File: src/design/rau_pkg.sv
package rau_pkg;

  // operand width: each operand is the low VW bits of its field
  localparam int VW = 32;

  localparam logic [2:0] ACT_ADD  = 3'd0;
  localparam logic [2:0] ACT_SUB  = 3'd1;
  localparam logic [2:0] ACT_MUL  = 3'd2;
  localparam logic [2:0] ACT_DIV  = 3'd3;
  localparam logic [2:0] ACT_SIMP = 3'd4;

  localparam logic signed [64:0] SUM_HI = (65'sd1 <<< (2 * VW - 1)) - 65'sd1;
  localparam logic signed [64:0] SUM_LO = -SUM_HI - 65'sd1;
  localparam logic [31:0] QUO_HI = 32'((64'd1 << (VW - 1)) - 64'd1);

  typedef struct packed {
    logic [2:0]         act;
    logic               zero_err;
    logic signed [31:0] an;
    logic signed [31:0] ad;
    logic signed [31:0] bn;
    logic signed [31:0] bd;
  } item_t;

  typedef struct packed {
    logic        start;
    logic [31:0] dvd;
    logic [31:0] dvs;
  } div_req_t;

  typedef struct packed {
    logic        done;
    logic [31:0] quo;
    logic [31:0] rem;
  } div_rsp_t;

  function automatic logic signed [31:0] sext_op(input logic [31:0] x);
    logic signed [31:0] t;
    t = $signed(x << (32 - VW));
    return t >>> (32 - VW);
  endfunction

  function automatic logic [31:0] mag(input logic signed [31:0] v);
    return v[31] ? 32'(-v) : 32'(v);
  endfunction

endpackage

File: src/design/rau_front.sv
module rau_front import rau_pkg::*; (
  input  logic         clk,
  input  logic         rst_n,
  input  logic         in_valid,
  output logic         in_ready,
  input  logic [2:0]   act,
  input  logic [127:0] data,
  output logic         q_valid,
  input  logic         q_pop,
  output item_t        q_item
);

  item_t       cls;
  item_t       mem [2];
  logic        wp_r, wp_nxt, rp_r, rp_nxt;
  logic [1:0]  cnt_r, cnt_nxt;
  logic        push;

  // classify the incoming beat
  always_comb begin
    cls.act = act;
    cls.an  = sext_op(data[31:0]);
    cls.ad  = sext_op(data[63:32]);
    cls.bn  = sext_op(data[95:64]);
    cls.bd  = sext_op(data[127:96]);
    case (act)
      ACT_ADD, ACT_SUB: cls.zero_err = (cls.ad == 32'sd0) || (cls.bd == 32'sd0);
      ACT_DIV:          cls.zero_err = (cls.bn == 32'sd0);
      default:          cls.zero_err = 1'b0;
    endcase
  end

  assign in_ready = (cnt_r != 2'd2);
  assign push     = in_valid && in_ready;
  assign q_valid  = (cnt_r != 2'd0);
  assign q_item   = mem[rp_r];

  // advance queue pointers
  always_comb begin
    wp_nxt  = wp_r ^ push;
    rp_nxt  = rp_r ^ q_pop;
    cnt_nxt = cnt_r + {1'b0, push} - {1'b0, q_pop};
  end

  always_ff @(posedge clk) begin
    if (!rst_n) begin
      wp_r  <= 1'b0;
      rp_r  <= 1'b0;
      cnt_r <= 2'd0;
    end else begin
      wp_r  <= wp_nxt;
      rp_r  <= rp_nxt;
      cnt_r <= cnt_nxt;
    end
  end

  always_ff @(posedge clk) begin
    if (push) begin
      mem[wp_r] <= cls;
    end
  end

endmodule

File: config.mk
export PLATFORM = sky130hd
export DESIGN_NAME = rau_front
export DESIGN_NICKNAME = d
export VERILOG_FILES = /design/src/design/rau_pkg.sv /design/src/design/rau_front.sv
export SDC_FILE = /design/constraint.sdc
export NUM_CORES = 1
export LEC_CHECK = 0
export ABC_CLOCK_PERIOD_IN_PS = 6000
export BUFFER_PORTS_ARGS = -buffer_cell sky130_fd_sc_hd__buf_2
export CAP_MARGIN = 20
export CORE_MARGIN = 8
export CORE_UTILIZATION = 40
export DETAILED_ROUTE_END_ITERATION = 8
export SLEW_MARGIN = 20
export SYNTH_ARGS = -nofsm -noshare
export SYNTH_HDL_FRONTEND = slang
export SYNTH_SLANG_ARGS = --single-unit
File: constraint.sdc
create_clock -name clk -period 6 [get_ports clk]
set_input_delay 0.6 -clock clk [delete_from_list [all_inputs] [get_ports clk]]
set_output_delay 0.6 -clock clk [all_outputs]
set_load 0.01 [all_outputs]
==> impl_results.html <==
<table>
<tr><th>Metric</th><th>Value</th></tr>
<tr><th colspan="2">Worst setup path</th></tr>
<tr><td>Crit start category</td><td>flip-flop</td></tr>
<tr><td>Capture instance of the worst register-to-register path</td><td>mem[0][103]$_DFFE_PP_</td></tr>
<tr><td>Critical path required time</td><td>5.40 ns</td></tr>
<tr><td>Element type at the critical path end</td><td>output port</td></tr>
<tr><td>Critical path data arrival time</td><td>2.54 ns</td></tr>
<tr><td>Reg-to-Reg Start</td><td>cnt_r[0]$_SDFF_PN0_</td></tr>
<tr><td>Highest net fanout along the worst path</td><td>61</td></tr>
<tr><td>Kind of critical path</td><td>flip-flop to output port</td></tr>
<tr><td>Depth of the worst register-to-register path</td><td>5</td></tr>
<tr><td>Reg-to-reg setup timing slack</td><td>3.52 ns</td></tr>
<tr><th colspan="2">STA</th></tr>
<tr><td>RSZ-0062 raised after global routing</td><td>no</td></tr>
<tr><td>Number of hold-slack violations in the final timing report</td><td>0</td></tr>
<tr><td>Final worst hold slack</td><td>roughly 0.28 ns</td></tr>
<tr><td>Min cycle time layout</td><td>between 3 and 4 ns</td></tr>
<tr><td>Max Clk Rate</td><td>318.9 MHz</td></tr>
<tr><td>Final Cycle Share</td><td>0.5227</td></tr>
<tr><td>Final sum of negative setup slack</td><td>0 ns</td></tr>
<tr><td>Worst setup margin</td><td>2.864 ns</td></tr>
<tr><td>Number of setup violations in the final report</td><td>0</td></tr>
<tr><td>Fin Clk Skew</td><td>0.01260 ns</td></tr>
<tr><td>Number of pins exceeding their max-slew limit in the final report</td><td>0</td></tr>
<tr><td>Slew at the pin closest to its max-slew limit</td><td>0.8566 ns</td></tr>
<tr><td>Tightest slew margin relative to the limit</td><td>0.4289</td></tr>
<tr><th colspan="2">Yosys</th></tr>
<tr><td>Post-synthesis instance total</td><td>468</td></tr>
<tr><td>Syn. warnings</td><td>0</td></tr>
<tr><td>Post-synthesis cell type count</td><td>24</td></tr>
<tr><td>Mean instance size in the synthesized netlist</td><td>approximately 21 sq um</td></tr>
<tr><td>Mapped cell area</td><td>9985 sq um</td></tr>
<tr><td>Number of flip-flops and latches in the synthesized netlist</td><td>269</td></tr>
<tr><td>Register area share after synthesis</td><td>0.8040</td></tr>
<tr><td>Net count of the mapped netlist</td><td>approximately 600</td></tr>
<tr><th colspan="2">Floorplanning</th></tr>
<tr><td>Core box area</td><td>24820 sq um</td></tr>
<tr><td>Die extent in y</td><td>174.0 microns</td></tr>
<tr><td>Die area</td><td>~30000 sq um</td></tr>
<tr><td>Number of placement rows</td><td>just under 60</td></tr>
<tr><td>Initial core utilization</td><td>0.4023</td></tr>
<tr><td>Horizontal die dimension</td><td>174.0 microns</td></tr>
<tr><td>Num ports</td><td>roughly 270</td></tr>
<tr><th colspan="2">GRT</th></tr>
<tr><td>GRT Total Usage</td><td>0.1419</td></tr>
<tr><td>Largest net degree at the start of global routing</td><td>62</td></tr>
<tr><td>Busiest grt layer</td><td>met2</td></tr>
<tr><td>Grt met1 use</td><td>0.1758</td></tr>
<tr><td>Global route total overflow</td><td>0</td></tr>
<tr><td>Initial antenna violation count</td><td>3</td></tr>
<tr><td>Wire length of the first global-routing pass</td><td>approximately 34000 microns</td></tr>
<tr><td>Number of global-route vias before repair</td><td>5958</td></tr>
<tr><td>Met2 usage in global routing</td><td>0.2367</td></tr>
<tr><td>Met3 track demand over resource</td><td>0.04860</td></tr>
<tr><th colspan="2">Power and ir drop</th></tr>
<tr><td>PD cells</td><td>between 300 and 400 nW/um^2</td></tr>
<tr><td>Highest ir drop seen on vdd</td><td>245.8 uV</td></tr>
<tr><td>Overall Power</td><td>about 4.9 mW</td></tr>
<tr><td>Static power due to leakage</td><td>~4.6 nW</td></tr>
<tr><th colspan="2">Route</th></tr>
<tr><td>Post-route antenna net violation count</td><td>0</td></tr>
<tr><td>Final routed wirelength across all metal layers</td><td>22400 microns</td></tr>
<tr><td>Number of remaining DRC errors</td><td>0</td></tr>
<tr><td>Starting DRT DRC Count</td><td>282</td></tr>
<tr><td>Via density</td><td>4.863</td></tr>
<tr><td>Mean routed wirelength per cell</td><td>20.29 microns</td></tr>
<tr><td>Iteration count of the initial detailed-routing pass</td><td>5</td></tr>
<tr><td>Total number of vias</td><td>5369</td></tr>
<tr><th colspan="2">Run</th></tr>
<tr><td>Number of max-capacitance violations reported</td><td>0</td></tr>
<tr><th colspan="2">Worst hold path</th></tr>
<tr><td>Min-Delay Endpoint</td><td>mem[1][98]$_DFFE_PP_</td></tr>
<tr><td>Hold Path Class</td><td>input pin to flip-flop</td></tr>
<tr><td>Source of the worst hold timing path</td><td>data[2]</td></tr>
<tr><td>Cell count of the worst hold path</td><td>1</td></tr>
<tr><th colspan="2">CTS</th></tr>
<tr><td>Deepest level of the CTS H-tree</td><td>1</td></tr>
<tr><td>Number of post-CTS setup repair buffers</td><td>0</td></tr>
<tr><td>Number of gates given a new drive strength after cts</td><td>0</td></tr>
<tr><td>Deepest clock path buffer count</td><td>3</td></tr>
<tr><td>Num CTS Buffers</td><td>27</td></tr>
<tr><td>Hold buffer count at CTS</td><td>0</td></tr>
<tr><td>Clock transition at path regs</td><td>0.06 ns</td></tr>
<tr><td>Clock tree from TritonCTS</td><td>built</td></tr>
<tr><td>Insertion delay of the later-clocked pin in the worst-skew pair</td><td>0.51 ns</td></tr>
<tr><td>Clock Sink Count</td><td>~270</td></tr>
<tr><td>Master cell of the clock root buffer</td><td>clkbuf_16</td></tr>
<tr><th colspan="2">Placement</th></tr>
<tr><td># port buffers</td><td>268</td></tr>
<tr><td>Setup WS pre-CTS</td><td>approximately 3.3 ns</td></tr>
<tr><td>Post-Place Cells</td><td>1057</td></tr>
<tr><td>Placer Congestion</td><td>0.7923</td></tr>
<tr><td>Detailed placer's ending HPWL</td><td>15790 microns</td></tr>
<tr><th colspan="2">Layout</th></tr>
<tr><td>Nets</td><td>895</td></tr>
<tr><td>Fill cell count</td><td>2122</td></tr>
<tr><td>FF+latch area</td><td>between 8000 and 9000 sq um</td></tr>
<tr><td>Most frequent cells in the layout</td><td>268 x buf_2, 264 x edfxtp_1, 132 x mux2_2</td></tr>
<tr><td>Post-synthesis to final-layout area growth</td><td>25.93%</td></tr>
<tr><td>Layout cells sized above 1</td><td>0.5783</td></tr>
<tr><td>Count of non-filler cells in the finished layout</td><td>around 1.1k</td></tr>
<tr><td>Total area of multi-input combinational cells</td><td>1869 sq um</td></tr>
<tr><td>Most frequent standard cell in the layout excluding fill and tap cells</td><td>buf_2</td></tr>
<tr><th colspan="2">Run status</th></tr>
<tr><td>Status</td><td>finished clean</td></tr>
</table>
[cells by family after synthesis]
group	count (synthesis)	synth area share
DFF	269	0.8040
buffers and inverters	18	0.01128
muxes	132	0.1489
and+or+nand+nor	40	0.02569
AOI/OAI and AO/OA	2	0.002507
xor gates and xnor gates	3	0.002632
adders and majority gates	4	0.005013
[routing by layer]
| metal | vias up | routed length (microns) |
|---|---|---|
| li1 | 2464 | - |
| met4 | 4 | 464 |
| met2 | 200 | 10690 |
| met3 | 35 | 1831 |
| met1 | 2666 | 9382 |
| met5 | - | 27 |
[how the worst max path moves through the flow]
stage | cells after the start | startpoint | end
5_1_grt | 3 | flip-flop | q_item[8]
3_3_place_gp | 5 | in_valid | mem[0][103]$_DFFE_PP_
2_1_floorplan | 3 | in_valid | mem[1][0]$_DFFE_PP_
4_1_cts | 3 | flip-flop | q_item[8]
3_5_place_dp | 5 | in_valid | mem[0][103]$_DFFE_PP_
6_report | 3 | flip-flop | q_item[8]
[synth_stat cells (all sizes together)]
library cell | instances | area [sq um]
and4 | 1 | 8.760
o22a | 1 | 8.760
nand2 | 1 | 3.750
nor2b | 1 | 6.260
mux2 | 132 | 1486
o32ai | 1 | 16.27
xor2 | 1 | 8.760
dfxtp | 5 | 100.1
xnor2 | 2 | 17.52
inv | 3 | 11.26
buf | 15 | 101.4
edfxtp | 264 | 7928
nor4bb | 1 | 10.01
nand3 | 2 | 10.01
ha | 4 | 50.05
or2 | 1 | 6.260
nand4 | 4 | 25.02
nand2b | 1 | 6.260
and2 | 4 | 25.02
nor3 | 1 | 5.000
nor4 | 23 | 150.1
[sequential cells by signal, indices dropped and copies added, names as in the netlist, named ones only]
| register | flops |
|---|---|
| cnt_r | 2 |
| mem | 264 |
| rp_r | 1 |
| wp_r | 1 |
[critical path, cell delays in order, from the launching register on]
cell and delay [ns]:
dfxtp_4 0.62, buf_4 0.72, mux2_2 0.45, buf_2 0.15
[report_power, final]
part | switching (mW) | leakage (nW) | total (mW) | internal (mW)
Sequential | 0.0655 | 2.50 | 2.47 | 2.41
Clock | 0.636 | 0.415 | 1.63 | 0.995
Combinational | 0.488 | 1.68 | 0.826 | 0.339
Total | 1.19 | 4.60 | 4.93 | 3.74
[through the flow]
step,instance area [sq um],util
final,12570,0.5066
after detailed placement,11710,0.4719
after global routing,12570,0.5065
after CTS,12570,0.5065
after floorplan,9985,-
after global placement,11710,0.4719
[area by class of cell]
cell class              count  area share
inverters                   3   0.0008956
flip-flops and latches    269      0.6388
clock buffers              36     0.05642
well taps                 330     0.03284
multi-input cells         181      0.1487
repair buffers            274      0.1103
diodes                      1   0.0001990
clock inverters            10     0.01194
Power figures use the tool's default switching activity.
